**config.mk**
```make
export PLATFORM = sky130hd
export DESIGN_NAME = software_timer_bank
export DESIGN_NICKNAME = d
export VERILOG_FILES = /design/src/rtl/stb_pkg.sv /design/src/rtl/stb_front.sv /design/src/rtl/stb_back.sv /design/src/rtl/software_timer_bank.sv
export VERILOG_INCLUDE_DIRS = /design/src /design/src/rtl
export SDC_FILE = /design/constraint.sdc
export NUM_CORES = 2
export LEC_CHECK = 0
export BUFFER_PORTS_ARGS = -buffer_cell sky130_fd_sc_hd__buf_4
export CORE_ASPECT_RATIO = 1.2
export CORE_MARGIN = 8
export CORE_UTILIZATION = 29
export CTS_BUF_LIST = sky130_fd_sc_hd__clkbuf_16
export DETAILED_ROUTE_END_ITERATION = 8
export PLACE_DENSITY = 0.54
export SLEW_MARGIN = 20
export SYNTH_ARGS = -nofsm -noshare
export SYNTH_HDL_FRONTEND = slang
export SYNTH_SLANG_ARGS = --single-unit
```
**constraint.sdc**
```tcl
create_clock -name aclk -period 9.05 [get_ports aclk]
set_input_delay 1.3575 -clock aclk [delete_from_list [all_inputs] [get_ports aclk]]
set_output_delay 1.3575 -clock aclk [all_outputs]
set_load 0.02 [all_outputs]
```
**src/rtl/software_timer_bank_assert.svh**
```systemverilog
// Assertion macros for the software timer bank.
// Checks are active in simulation and drop out when SYNTHESIS is defined.
// Every module that uses them has the clock aclk and the reset aresetn.
`ifndef SOFTWARE_TIMER_BANK_ASSERT_SVH
`define SOFTWARE_TIMER_BANK_ASSERT_SVH

`ifndef SYNTHESIS
// Check a property on aclk, with the check off while reset is held.
`define STB_ASSERT(label, prop, msg) \
    label: assert property (@(posedge aclk) disable iff (!aresetn) prop) else $error(msg);
// Check a property on aclk, also during reset.
`define STB_ASSERT_ALWAYS(label, prop, msg) \
    label: assert property (@(posedge aclk) prop) else $error(msg);
`else
`define STB_ASSERT(label, prop, msg)
`define STB_ASSERT_ALWAYS(label, prop, msg)
`endif

`endif

```
**src/rtl/stb_pkg.sv**
```systemverilog
// Shared types and constants of the software timer bank.
// Used by stb_front, stb_back and software_timer_bank.
package stb_pkg;

    localparam int TIMER_SLOTS = 16;
    localparam int SLOT_W      = (TIMER_SLOTS > 1) ? $clog2(TIMER_SLOTS) : 1;
    localparam int QUEUE_DEPTH = 2;
    localparam int QPTR_W      = (QUEUE_DEPTH > 1) ? $clog2(QUEUE_DEPTH) : 1;
    localparam int QCNT_W      = $clog2(QUEUE_DEPTH + 1);

    typedef enum logic [1:0] {
        CMD_TICK    = 2'd0,
        CMD_SET     = 2'd1,
        CMD_KILL    = 2'd2,
        CMD_PRIMARY = 2'd3
    } cmd_code_t;

    // One classified item as it waits in the queue
    typedef struct packed {
        cmd_code_t   op;
        logic        refused;
        logic [31:0] now;
        logic [31:0] timer_id;
        logic [31:0] elapse;
        logic        handler;
    } item_t;

    // One table slot
    typedef struct packed {
        logic [31:0] id;
        logic [31:0] interval;
        logic [31:0] last_tick;
        logic        handler;
    } slot_t;

    // One result item
    typedef struct packed {
        logic        fired;
        logic        primary_fired;
        logic [31:0] fired_id;
        logic        ok;
        logic        last;
    } result_t;

    typedef enum logic [2:0] {
        ST_IDLE,
        ST_PRIM,
        ST_READ,
        ST_EVAL,
        ST_WRITE,
        ST_REPLY,
        ST_FINISH
    } back_state_t;

endpackage

```
**src/rtl/stb_front.sv**
```systemverilog
// Front end of the software timer bank: accepts and classifies items.
// Holds them in a short queue for stb_back. Depends on stb_pkg.
`include "software_timer_bank_assert.svh"

module stb_front (
    input  logic                aclk,
    input  logic                aresetn,
    input  logic                s_valid,
    output logic                s_ready,
    input  logic [1:0]          s_command,
    input  logic [31:0]         s_now,
    input  logic [31:0]         s_timer_id,
    input  logic [31:0]         s_elapse,
    input  logic                s_has_handler,
    output logic                q_valid,
    output stb_pkg::item_t      q_item,
    input  logic                q_pop
);

    stb_pkg::item_t                  fifo_reg [stb_pkg::QUEUE_DEPTH];
    logic [stb_pkg::QPTR_W-1:0]      wr_ptr_reg, wr_ptr_next;
    logic [stb_pkg::QPTR_W-1:0]      rd_ptr_reg, rd_ptr_next;
    logic [stb_pkg::QCNT_W-1:0]      count_reg, count_next;
    stb_pkg::item_t                  in_item;
    logic                            push;
    logic                            pop;

    // Classify the incoming item
    always_comb begin
        in_item.op       = stb_pkg::cmd_code_t'(s_command);
        in_item.refused  = (s_timer_id == 32'd0) && !s_has_handler;
        in_item.now      = s_now;
        in_item.timer_id = s_timer_id;
        in_item.elapse   = s_elapse;
        in_item.handler  = s_has_handler;
    end

    assign s_ready = (count_reg != stb_pkg::QCNT_W'(stb_pkg::QUEUE_DEPTH));
    assign push    = s_valid && s_ready;
    assign pop     = q_pop;
    assign q_valid = (count_reg != '0);
    assign q_item  = fifo_reg[rd_ptr_reg];

    // Advance pointers and fill count
    always_comb begin
        wr_ptr_next = wr_ptr_reg;
        rd_ptr_next = rd_ptr_reg;
        count_next  = count_reg;
        if (push) begin
            wr_ptr_next = (wr_ptr_reg == stb_pkg::QPTR_W'(stb_pkg::QUEUE_DEPTH - 1))
                          ? '0 : wr_ptr_reg + stb_pkg::QPTR_W'(1);
        end
        if (pop) begin
            rd_ptr_next = (rd_ptr_reg == stb_pkg::QPTR_W'(stb_pkg::QUEUE_DEPTH - 1))
                          ? '0 : rd_ptr_reg + stb_pkg::QPTR_W'(1);
        end
        if (push && !pop) begin
            count_next = count_reg + stb_pkg::QCNT_W'(1);
        end else if (pop && !push) begin
            count_next = count_reg - stb_pkg::QCNT_W'(1);
        end
    end

    always_ff @(posedge aclk) begin
        if (!aresetn) begin
            wr_ptr_reg <= '0;
            rd_ptr_reg <= '0;
            count_reg  <= '0;
        end else begin
            wr_ptr_reg <= wr_ptr_next;
            rd_ptr_reg <= rd_ptr_next;
            count_reg  <= count_next;
        end
    end

    // Store the item
    always_ff @(posedge aclk) begin
        if (push) begin
            fifo_reg[wr_ptr_reg] <= in_item;
        end
    end

    `STB_ASSERT(a_count_max, count_reg <= stb_pkg::QCNT_W'(stb_pkg::QUEUE_DEPTH), "queue overfilled")
    `STB_ASSERT(a_pop_nonempty, pop |-> (count_reg != '0), "pop from empty queue")
    `STB_ASSERT(a_empty_ptrs, (count_reg == '0) |-> (wr_ptr_reg == rd_ptr_reg), "empty queue pointers differ")

endmodule

```
**src/rtl/stb_back.sv**
```systemverilog
// Back end of the software timer bank: carries out tick, set and kill.
// Walks the slot memory one slot at a time. Depends on stb_pkg.
`include "software_timer_bank_assert.svh"

module stb_back (
    input  logic                aclk,
    input  logic                aresetn,
    input  logic                q_valid,
    input  stb_pkg::item_t      q_item,
    output logic                q_pop,
    output logic                m_valid,
    input  logic                m_ready,
    output stb_pkg::result_t    m_result
);

    stb_pkg::back_state_t           state_reg, state_next;
    stb_pkg::item_t                 cur_reg, cur_next;
    logic [stb_pkg::SLOT_W-1:0]     idx_reg, idx_next;
    logic [stb_pkg::SLOT_W-1:0]     tgt_reg, tgt_next;
    logic                           found_reg, found_next;
    logic                           reply_ok_reg, reply_ok_next;
    logic                           pend_valid_reg, pend_valid_next;
    logic                           pend_prim_reg, pend_prim_next;
    logic [31:0]                    pend_id_reg, pend_id_next;
    logic [31:0]                    prim_int_reg, prim_int_next;
    logic [31:0]                    prim_last_reg, prim_last_next;
    logic                           prim_en_reg, prim_en_next;
    logic                           out_valid_reg, out_valid_next;
    stb_pkg::result_t               out_reg, out_next;
    logic [stb_pkg::TIMER_SLOTS-1:0] slot_valid_reg;

    stb_pkg::slot_t                 mem [stb_pkg::TIMER_SLOTS];
    stb_pkg::slot_t                 rd_data_reg;
    logic                           rd_valid_reg;
    logic                           mem_we;
    logic [stb_pkg::SLOT_W-1:0]     mem_waddr;
    stb_pkg::slot_t                 mem_wdata;
    logic                           valid_set;
    logic                           valid_clr;

    stb_pkg::slot_t                 entry;
    logic                           out_free;
    logic                           slot_active;
    logic                           went_back;
    logic                           slot_fire;
    logic                           fire_stall;
    logic                           last_slot;
    logic                           id_match;
    logic                           free_hit;
    logic                           prim_back;
    logic                           prim_due;
    logic [31:0]                    slot_age;
    logic [31:0]                    prim_age;

    // Evaluate the slot just read
    assign entry       = rd_valid_reg ? rd_data_reg : '0;
    assign out_free    = !out_valid_reg || m_ready;
    assign slot_age    = cur_reg.now - entry.last_tick;
    assign slot_active = (entry.id != 32'd0) && entry.handler;
    assign went_back   = cur_reg.now < entry.last_tick;
    assign slot_fire   = slot_active && !went_back && (slot_age >= entry.interval);
    assign fire_stall  = (cur_reg.op == stb_pkg::CMD_TICK) && slot_fire
                         && pend_valid_reg && !out_free;
    assign last_slot   = (idx_reg == stb_pkg::SLOT_W'(stb_pkg::TIMER_SLOTS - 1));
    assign id_match    = (entry.id == cur_reg.timer_id);
    assign free_hit    = !found_reg && (entry.id == 32'd0);
    assign prim_age    = cur_reg.now - prim_last_reg;
    assign prim_back   = cur_reg.now < prim_last_reg;
    assign prim_due    = prim_age >= prim_int_reg;

    // Next state
    always_comb begin
        state_next = state_reg;
        unique case (state_reg)
            stb_pkg::ST_IDLE: begin
                if (q_valid) begin
                    unique case (q_item.op)
                        stb_pkg::CMD_TICK:    state_next = stb_pkg::ST_PRIM;
                        stb_pkg::CMD_SET:     state_next = q_item.refused ? stb_pkg::ST_REPLY
                                                                          : stb_pkg::ST_READ;
                        stb_pkg::CMD_KILL:    state_next = stb_pkg::ST_READ;
                        stb_pkg::CMD_PRIMARY: state_next = stb_pkg::ST_REPLY;
                        default:              state_next = stb_pkg::ST_REPLY;
                    endcase
                end
            end
            stb_pkg::ST_PRIM: state_next = stb_pkg::ST_READ;
            stb_pkg::ST_READ: state_next = stb_pkg::ST_EVAL;
            stb_pkg::ST_EVAL: begin
                priority if (fire_stall) begin
                    state_next = stb_pkg::ST_EVAL;
                end else if (cur_reg.op == stb_pkg::CMD_SET && id_match) begin
                    state_next = stb_pkg::ST_WRITE;
                end else if (last_slot) begin
                    unique case (cur_reg.op)
                        stb_pkg::CMD_TICK: state_next = stb_pkg::ST_FINISH;
                        stb_pkg::CMD_SET:  state_next = (found_reg || free_hit)
                                                        ? stb_pkg::ST_WRITE
                                                        : stb_pkg::ST_REPLY;
                        default:           state_next = stb_pkg::ST_REPLY;
                    endcase
                end else begin
                    state_next = stb_pkg::ST_READ;
                end
            end
            stb_pkg::ST_WRITE:  state_next = stb_pkg::ST_REPLY;
            stb_pkg::ST_REPLY:  state_next = out_free ? stb_pkg::ST_IDLE : stb_pkg::ST_REPLY;
            stb_pkg::ST_FINISH: state_next = out_free ? stb_pkg::ST_IDLE : stb_pkg::ST_FINISH;
            default:            state_next = stb_pkg::ST_IDLE;
        endcase
    end

    // Datapath and outputs
    always_comb begin
        cur_next        = cur_reg;
        idx_next        = idx_reg;
        tgt_next        = tgt_reg;
        found_next      = found_reg;
        reply_ok_next   = reply_ok_reg;
        pend_valid_next = pend_valid_reg;
        pend_prim_next  = pend_prim_reg;
        pend_id_next    = pend_id_reg;
        prim_int_next   = prim_int_reg;
        prim_last_next  = prim_last_reg;
        prim_en_next    = prim_en_reg;
        out_valid_next  = out_valid_reg && !m_ready;
        out_next        = out_reg;
        q_pop           = 1'b0;
        mem_we          = 1'b0;
        mem_waddr       = idx_reg;
        mem_wdata       = entry;
        valid_set       = 1'b0;
        valid_clr       = 1'b0;
        unique case (state_reg)
            stb_pkg::ST_IDLE: begin
                if (q_valid) begin
                    q_pop           = 1'b1;
                    cur_next        = q_item;
                    idx_next        = '0;
                    found_next      = 1'b0;
                    pend_valid_next = 1'b0;
                    reply_ok_next   = 1'b0;
                    if (q_item.op == stb_pkg::CMD_PRIMARY) begin
                        prim_last_next = q_item.now;
                        prim_int_next  = q_item.elapse;
                        prim_en_next   = q_item.handler;
                        reply_ok_next  = 1'b1;
                    end
                end
            end
            stb_pkg::ST_PRIM: begin
                // Check the primary timer ahead of the table
                if (prim_en_reg) begin
                    if (prim_back) begin
                        prim_last_next = cur_reg.now;
                    end else if (prim_due) begin
                        prim_last_next  = cur_reg.now;
                        pend_valid_next = 1'b1;
                        pend_prim_next  = 1'b1;
                        pend_id_next    = 32'd0;
                    end
                end
            end
            stb_pkg::ST_READ: begin
            end
            stb_pkg::ST_EVAL: begin
                unique case (cur_reg.op)
                    stb_pkg::CMD_TICK: begin
                        if (slot_active && went_back) begin
                            mem_we              = 1'b1;
                            mem_wdata.last_tick = cur_reg.now;
                        end else if (slot_fire && !fire_stall) begin
                            mem_we              = 1'b1;
                            mem_wdata.last_tick = cur_reg.now;
                            // Send the held result on and hold this one
                            if (pend_valid_reg) begin
                                out_valid_next = 1'b1;
                                out_next = '{fired: 1'b1, primary_fired: pend_prim_reg,
                                             fired_id: pend_id_reg, ok: 1'b0, last: 1'b0};
                            end
                            pend_valid_next = 1'b1;
                            pend_prim_next  = 1'b0;
                            pend_id_next    = entry.id;
                        end
                    end
                    stb_pkg::CMD_SET: begin
                        if (id_match || free_hit) begin
                            tgt_next   = idx_reg;
                            found_next = 1'b1;
                        end
                    end
                    stb_pkg::CMD_KILL: begin
                        if (id_match) begin
                            valid_clr = 1'b1;
                        end
                    end
                    default: begin
                    end
                endcase
                if (!fire_stall && !last_slot
                    && !(cur_reg.op == stb_pkg::CMD_SET && id_match)) begin
                    idx_next = idx_reg + stb_pkg::SLOT_W'(1);
                end
            end
            stb_pkg::ST_WRITE: begin
                mem_we        = 1'b1;
                mem_waddr     = tgt_reg;
                mem_wdata     = '{id: cur_reg.timer_id, interval: cur_reg.elapse,
                                  last_tick: cur_reg.now, handler: cur_reg.handler};
                valid_set     = 1'b1;
                reply_ok_next = 1'b1;
            end
            stb_pkg::ST_REPLY: begin
                if (out_free) begin
                    out_valid_next = 1'b1;
                    out_next = '{fired: 1'b0, primary_fired: 1'b0, fired_id: 32'd0,
                                 ok: reply_ok_reg, last: 1'b1};
                end
            end
            stb_pkg::ST_FINISH: begin
                // Close the tick with the held result or a quiet one
                if (out_free) begin
                    out_valid_next  = 1'b1;
                    pend_valid_next = 1'b0;
                    out_next = '{fired: pend_valid_reg, primary_fired: pend_valid_reg && pend_prim_reg,
                                 fired_id: pend_valid_reg ? pend_id_reg : 32'd0,
                                 ok: 1'b0, last: 1'b1};
                end
            end
            default: begin
            end
        endcase
    end

    always_ff @(posedge aclk) begin
        if (!aresetn) begin
            state_reg      <= stb_pkg::ST_IDLE;
            pend_valid_reg <= 1'b0;
            prim_int_reg   <= 32'd0;
            prim_last_reg  <= 32'd0;
            prim_en_reg    <= 1'b0;
            out_valid_reg  <= 1'b0;
            found_reg      <= 1'b0;
        end else begin
            state_reg      <= state_next;
            pend_valid_reg <= pend_valid_next;
            prim_int_reg   <= prim_int_next;
            prim_last_reg  <= prim_last_next;
            prim_en_reg    <= prim_en_next;
            out_valid_reg  <= out_valid_next;
            found_reg      <= found_next;
        end
    end

    // Payload registers
    always_ff @(posedge aclk) begin
        cur_reg       <= cur_next;
        idx_reg       <= idx_next;
        tgt_reg       <= tgt_next;
        reply_ok_reg  <= reply_ok_next;
        pend_prim_reg <= pend_prim_next;
        pend_id_reg   <= pend_id_next;
        out_reg       <= out_next;
    end

    // Slot valid bits: an entry that is not valid reads as a free slot
    always_ff @(posedge aclk) begin
        if (!aresetn) begin
            slot_valid_reg <= '0;
        end else begin
            if (valid_set) begin
                slot_valid_reg[mem_waddr] <= 1'b1;
            end
            if (valid_clr) begin
                slot_valid_reg[idx_reg] <= 1'b0;
            end
        end
    end

    // Slot memory, one write and one registered read
    always_ff @(posedge aclk) begin
        if (mem_we) begin
            mem[mem_waddr] <= mem_wdata;
        end
        rd_data_reg  <= mem[idx_reg];
        rd_valid_reg <= slot_valid_reg[idx_reg];
    end

    assign m_valid  = out_valid_reg;
    assign m_result = out_reg;

    `STB_ASSERT(a_pend_idle, (state_reg == stb_pkg::ST_IDLE) |-> !pend_valid_reg, "held result in idle")
    `STB_ASSERT(a_pop_idle, q_pop |-> (state_reg == stb_pkg::ST_IDLE && q_valid), "pop outside idle")
    `STB_ASSERT(a_we_state, mem_we |-> (state_reg == stb_pkg::ST_EVAL || state_reg == stb_pkg::ST_WRITE), "stray slot write")
    `STB_ASSERT(a_set_valid, (state_reg == stb_pkg::ST_WRITE) |=> slot_valid_reg[$past(tgt_reg)], "loaded slot not valid")

endmodule

```
**src/rtl/software_timer_bank.sv**
```systemverilog
// Top level of the software timer bank: front queue plus slot walker.
// Depends on stb_pkg, stb_front and stb_back.
//
//   channel   direction  handshake           payload
//   s_        in         s_valid / s_ready   command, now, timer_id, elapse, has_handler
//   m_        out        m_valid / m_ready   fired, primary_fired, fired_id, ok, last
//
// A tick checks the primary timer and then walks every slot, and output stalls can hold it: the back
// end reads and then evaluates one slot at a time through the slot memory port.
// A kill walks every slot; a set walks the slots but stops early when the id is found,
// then writes its slot; a refused set or set primary goes straight to its reply.
// Reset is synchronous and active low; slot valid bits clear at once, no sweep.
// A two-item queue takes new items while the back end works or the output stalls.
// A stalled output holds the walk only when another fired result must leave.

module software_timer_bank (
    input  logic        aclk,
    input  logic        aresetn,
    input  logic        s_valid,
    output logic        s_ready,
    input  logic [1:0]  s_command,
    input  logic [31:0] s_now,
    input  logic [31:0] s_timer_id,
    input  logic [31:0] s_elapse,
    input  logic        s_has_handler,
    output logic        m_valid,
    input  logic        m_ready,
    output logic        m_fired,
    output logic        m_primary_fired,
    output logic [31:0] m_fired_id,
    output logic        m_ok,
    output logic        m_last
);

    logic               q_valid;
    logic               q_pop;
    stb_pkg::item_t     q_item;
    stb_pkg::result_t   result;

    stb_front u_front (
        .aclk          (aclk),
        .aresetn       (aresetn),
        .s_valid       (s_valid),
        .s_ready       (s_ready),
        .s_command     (s_command),
        .s_now         (s_now),
        .s_timer_id    (s_timer_id),
        .s_elapse      (s_elapse),
        .s_has_handler (s_has_handler),
        .q_valid       (q_valid),
        .q_item        (q_item),
        .q_pop         (q_pop)
    );

    stb_back u_back (
        .aclk     (aclk),
        .aresetn  (aresetn),
        .q_valid  (q_valid),
        .q_item   (q_item),
        .q_pop    (q_pop),
        .m_valid  (m_valid),
        .m_ready  (m_ready),
        .m_result (result)
    );

    // Split the result item onto its ports
    assign m_fired         = result.fired;
    assign m_primary_fired = result.primary_fired;
    assign m_fired_id      = result.fired_id;
    assign m_ok            = result.ok;
    assign m_last          = result.last;

endmodule
```
# == Yosys cells after proc, flatten, opt, wreduce, memory -nomap -nowiden ==
# Memories as Yosys holds them, arrays and structs flattened. A register that Yosys moved wholly into a read port is not among the register bits.
# Cells that the tools add are included.
# word_totals
regBits,269
latchBits,0
ram_bits,1752
mem_bits_ro,0
input_bits,103
output_inout_bits,38
word_cells,232
mem_count,2
# op_classes
n_addsub,7
mul,0
n_div,0
order_cmp,8
eq_ne,29
n_shift,0
mux,97
bitwise,3
n_reduce_logical,59
# mem_list
name,depth,width,rd,rd_ports_with_merged_regs,write_ports,line_no,source
u_back.mem,16,97,1,1,1,stb_back.sv:32,stb_pkg::slot_t mem [stb_pkg::TIMER_SLOTS];
u_front.fifo_reg,2,100,1,1,1,stb_front.sv:20,stb_pkg::item_t fifo_reg [stb_pkg::QUEUE_DEPTH];
# op_table
cell,count
$mux 32,15
$mux 36,6
$pmux 32 s2,3
$pmux 36 s3,1
$mux 97,1
$ge 32x32->1,2
$logic_not 32->1,2
$lt 32x32->1,2
$mux 64,1
$sub 32x32->32,2
$mux 16,3
$mux 1,42
$eq 32x32->1,1
$reduce_bool 32->1,1
$ne 2x1->1 const B,11
$mux 3,7
$pmux 3 s7,1
$logic_and 1x1->1,20
$and 16x16->16,1
$not 16->16,1
$or 16x16->16,1
$reduce_and 7->1,2
$mux 4,3
$pmux 3 s4,1
34 further kinds,73

# == Logic depth before layout (Yosys ltp) ==
# depth
depth_word,16
ltp_mapped,27
ltp_nobuf,23

# == By module ==
# A second synthesis with hierarchy kept.
# hier_totals
hier_cells,4446
area_unflattened_um2,84074.4
# by_module_without_submodules
mod,instances,cells_per_inst,area_each_um2,seq_area_each_um2
stb_back,1,4098,76518.4,55623.3
stb_front,1,348,7556.0,6105.9

# == Least setup slack after synthesis ==
# OpenSTA, ideal clock, no wires.
# synth_timing
path_kind,register -> register
from,register u_back.rd_valid_reg
to,register u_back.pend_id_reg[0] (enable)
setup_ns,0.474
arrival_time_ns,7.776
required_ns,8.576
setup_slack_ns,0.800
stages_incl_launch_ff,25
path_buffers,4
synth_period_minus_slack_ns,8.250
cell_sequence,dfxtp_1 buf_2 clkbuf_1 clkbuf_1 buf_1 nand2_1 ha_1 and3_1 a221oi_1 o21ai_1 or3_1 o211ai_1 a21oi_1 or2_1 o41ai_1 xnor2_1 ha_1 and4_1 nand4_1 nor3_1 o311a_1 a21oi_1 a2111oi_0 nand2_1 a21boi_0
# synth_between
elab_chain_len,12
word_cells_on_any_way,18
classes_between,add/sub: 1; order compare: 2; eq/ne: 2; mux: 1; reduce/logical: 12
# synth_lines
item,line_no,source
"start, declared",stb_back.sv:34,logic rd_valid_reg;
"start signal, assigned",stb_back.sv:286,rd_valid_reg <= slot_valid_reg[idx_reg];
$mux 97 (*),stb_back.sv:56,assign entry = rd_valid_reg ? rd_data_reg : '0;
"parallel branches: the longest is 10 deep, another holds $sub 32x32->32",n/a,
$reduce_and 7->1 (no source line) (*),n/a,
"end signal, assigned",stb_back.sv:262,pend_id_reg <= pend_id_next;
"end, declared",stb_back.sv:24,"logic [31:0] pend_id_reg, pend_id_next;"
# Every way passes the cells marked *.
# A chain may end at the register's enable or synchronous reset.

# == Final worst setup path ==
# layout_timing
from,register u_back.rd_valid_reg
to,memory u_back.mem[1][90] (netlist bit) (enable)
# layout_between
elab_chain_len,16
word_cells_on_any_way,21
classes_between,add/sub: 1; order compare: 2; mux: 7; reduce/logical: 11
# layout_lines
item,line_no,source
$mux 97 (*),stb_back.sv:56,
"parallel branches: the longest is 10 deep, another holds $sub 32x32->32",n/a,
$mux 1 (*),stb_back.sv:169,if (slot_active && went_back) begin
$mux 1 (*),stb_back.sv:167,unique case (cur_reg.op)
$pmux 1 s2 (*),stb_back.sv:134,unique case (state_reg)
$mux 1 (*),stb_back.sv:282,if (mem_we) begin
$mux 1 (implied by the code) (*),stb_back.sv:283,mem[mem_waddr] <= mem_wdata;
"end, declared",stb_back.sv:32,
# Marked as above.

==> flow_metrics.tcl <==
set metrics [dict create \
    status "complete, no violations" \
    slew_headroom_pct 19.92 \
    antenna_found_initial 7 \
    dr.pass1.iters 7 \
    finalNetCount 4911 \
    p_leak_nw 32.14 \
    worst-r2r-cell-count 24 \
    maxSlewViolCount 0 \
    cts_tree "built" \
    clockBufferDepth 4 \
    hpwl_um 131200 \
    max_freq_mhz 133.2 \
    placed_area_um2 90920 \
    netlist.area_leader.share_pct 68.52 \
    stdcell_area_um2 97330 \
    pin_count 141 \
    final_cells 8666 \
    crit_type "flip-flop to flip-flop" \
    fillerInstances 27500 \
    power.share.sequential_pct 43.8 \
    vias 42580 \
    ctsHoldBuffers 0 \
    ir_worst_vdd_v 0.0002971 \
    die_h_um 607.4 \
    power_density_nw_per_um2 297.3 \
    cp.arrival_ps 8010 \
    wire_per_inst_um 25.21 \
    ant_nets 0 \
    grt_pass1_vias 44090 \
    dieArea_um2 309100 \
    grt_util_met3_pct 1.613 \
    grt_pass1_wl_um 315000 \
    power.switching_w 0.008902 \
    min_period_ps 7508 \
    crit_start "u_back.rd_valid_reg" \
    synth.cell_area_um2 84530 \
    setup_tns_ps 0 \
    swShare_pct 30.76 \
    via_per_inst 4.913 \
    syn_area_per_cell_um2 19.17 \
    cts_max_level 4 \
    gr-usage-all-layers_pct 13.68 \
    synth.distinct_cells 75 \
    finalClockSkew_ps 51.87 \
    grt_max_degree 146 \
    hp-start "u_back.pend_id_reg[27]" \
    hold_class "flip-flop to flip-flop" \
    num_rows 217 \
    syn_to_final_growth_pct 15.14 \
    synthTopCellsByArea "edfxtp_1 (69%), mux4_2 (13%), dfxtp_1 (4.5%)" \
    start_util_pct 29.10 \
    place_congestion 0.8356 \
    crit_fanout 43 \
    drv_cap 0 \
    worst_slew_pin_slew_ps 1191 \
    reg2reg_from "u_back.rd_valid_reg" \
    ys_async_sr_fraction_pct 0 \
    rsz0062_at_grt "false" \
    numCtsBuffers 201 \
    setup_viol 0 \
    top_usage_layer "met2" \
    met1_usage_pct 18.58 \
    grt_util_met2_pct 23.37 \
    cts.clk_slew.worst_paths_ps 60 \
    synth_seq_cells 2119 \
    cts_sinks 2119 \
    yosysSeqAreaShare_pct 73.02 \
    clk_latency_ps 840 \
    clkPwrFrac_pct 28.3 \
    port_buffers 140 \
    drive_above_1_share_pct 24.95 \
    hold_violations 0 \
    synth_ff_type "edfxtp_1" \
    initialDrtViolationCount 3629 \
    coreArea_um2 290500 \
    holdPathStages 1 \
    cts_setup_buffers 0 \
    largest_reg_flops 1552 \
    synthCells 4410 \
    synth_fp_nets 4648 \
    die_width_um 508.9 \
    grt-ovfl-total 0 \
    critPathCaptureType "flip-flop" \
    dp.cells 8302 \
    post-route-period-util_pct 82.97 \
    yosysTopAreaCell "edfxtp_1" \
    yosysWarnings 0 \
    cp.required_ps 9550 \
    routed_wl_um 218400 \
    cp-start-kind "flip-flop" \
    cts.root.buffer_cell "clkbuf_16" \
    fin_ws_ps 1542 \
    drc 0 \
    place_ws_ps 1468 \
    p_comb_share_pct 27.9 \
    internal-power_w 0.02004 \
    synth-edff-count 1929 \
    post_cts_resized 0 \
]
==> routing by layer <==
metal	wire, um	part of all wire (%)	vias up
li1	-	-	18310
met4	5877	2.7	2
met5	13	0.0060	-
met1	94550	43	22860
met3	9956	4.6	278
met2	108000	49	1132
==> layout by cell type (no fill, tap or decap), types with 95 or more instances in the layout <==
cell,count
mux4_2,490
inv_1,169
o21ai_0,121
dfxtp_1,188
mux2_2,102
ha_1,133
buf_4,242
and2_1,109
edfxtp_1,1929
clkbuf_16,204
nor2_1,95
nand2_1,209
==> kinds of logic (layout without fill, tap and decap cells) <==
logic type               after synthesis  count (layout)  synth area share (%)
AO/OA/AOI/OAI                        429             429                 3.378
XOR/XNOR                              76              76                0.7874
adder cells (fa/ha/maj)              135             135                 2.016
buffers and inverters                324             744                 1.485
flip-flops                          2119            2119                 73.02
multiplexers                         689             689                 15.56
other                                  0               4                     0
AND/OR/NAND/NOR                      638             638                 3.748
==> final timing paths <==
| kind | slack [ps] | to |
|---|---|---|
| hold reg to reg | 510 | u_back.m_result[29] |
| hold / removal | 510 | u_back.m_result[29] |
| setup reg to reg | 1540 | u_back.mem[1][90] |
| setup / recovery | 1540 | u_back.mem[1][90] |
==> power by group through the flow <==
stage          logic (W)  clock network (W)  registers (W)
4_1_cts          0.00815            0.00842         0.0127
3_5_place_dp     0.00812                  0         0.0129
6_report         0.00806            0.00820         0.0127
2_1_floorplan    0.00561                  0         0.0126
5_1_grt          0.00874            0.00872         0.0127
3_3_place_gp     0.00806                  0         0.0129
==> Yosys cell counts, drive strengths merged, types with 13 or more instances <==
cell type	n
edfxtp	1929
mux4	490
nand2	212
dfxtp	190
clkbuf	144
o21ai	139
ha	133
inv	123
and2	110
mux2	103
nor2	97
mux2i	96
a21oi	88
buf	57
nand3	45
xnor2	44
a21o	42
o311a	32
xor2	32
and3	29
nor3	27
nand2b	20
nand4	20
nor4	20
a22oi	15
nand3b	15
nor2b	15
o22ai	15
o21a	13
or3	13
==> stage by stage <==
stage	utilization (%)	hold WS [ps]	power, W
after floorplan	-	424.4	0.01817
after global placement	31.29	501.5	0.02092
after detailed placement	31.30	503.2	0.02100
after CTS	33.47	511.2	0.02925
after global routing	33.50	527.5	0.03021
final	33.50	507.9	0.02894
==> worst max-delay path, stage by stage, from the launching register on <==
cell and delay, ps:
dfxtp_4 590, buf_4 350, nand2_1 160, ha_1 290
nor2b_1 140, o31a_1 290, o21ai_1 220, a21oi_1 150
o211ai_1 280, a21oi_1 140, or2_1 260, o41ai_1 510
xnor2_1 130, ha_1 320, and4_1 210, nand4_1 140
nor3_1 270, o21ai_1 110, o211ai_1 110, a21oi_1 110
o41a_1 430, o31ai_4 80, buf_4 390, and3_4 960
buf_4 460
==> area by class of cell <==
type                    instances  area, um2  area share, %
clock inverters               156       1195          1.228
repair buffers                261       2197          2.257
flip-flops and latches       2119      61740          63.43
diodes                          4      10.01        0.01028
inverters                     123      464.2         0.4769
well taps                    3832       4795          4.926
clock buffers                 204       5105          5.245
multi-input cells            1967      21830          22.43
Power figures use the tool's default switching activity.
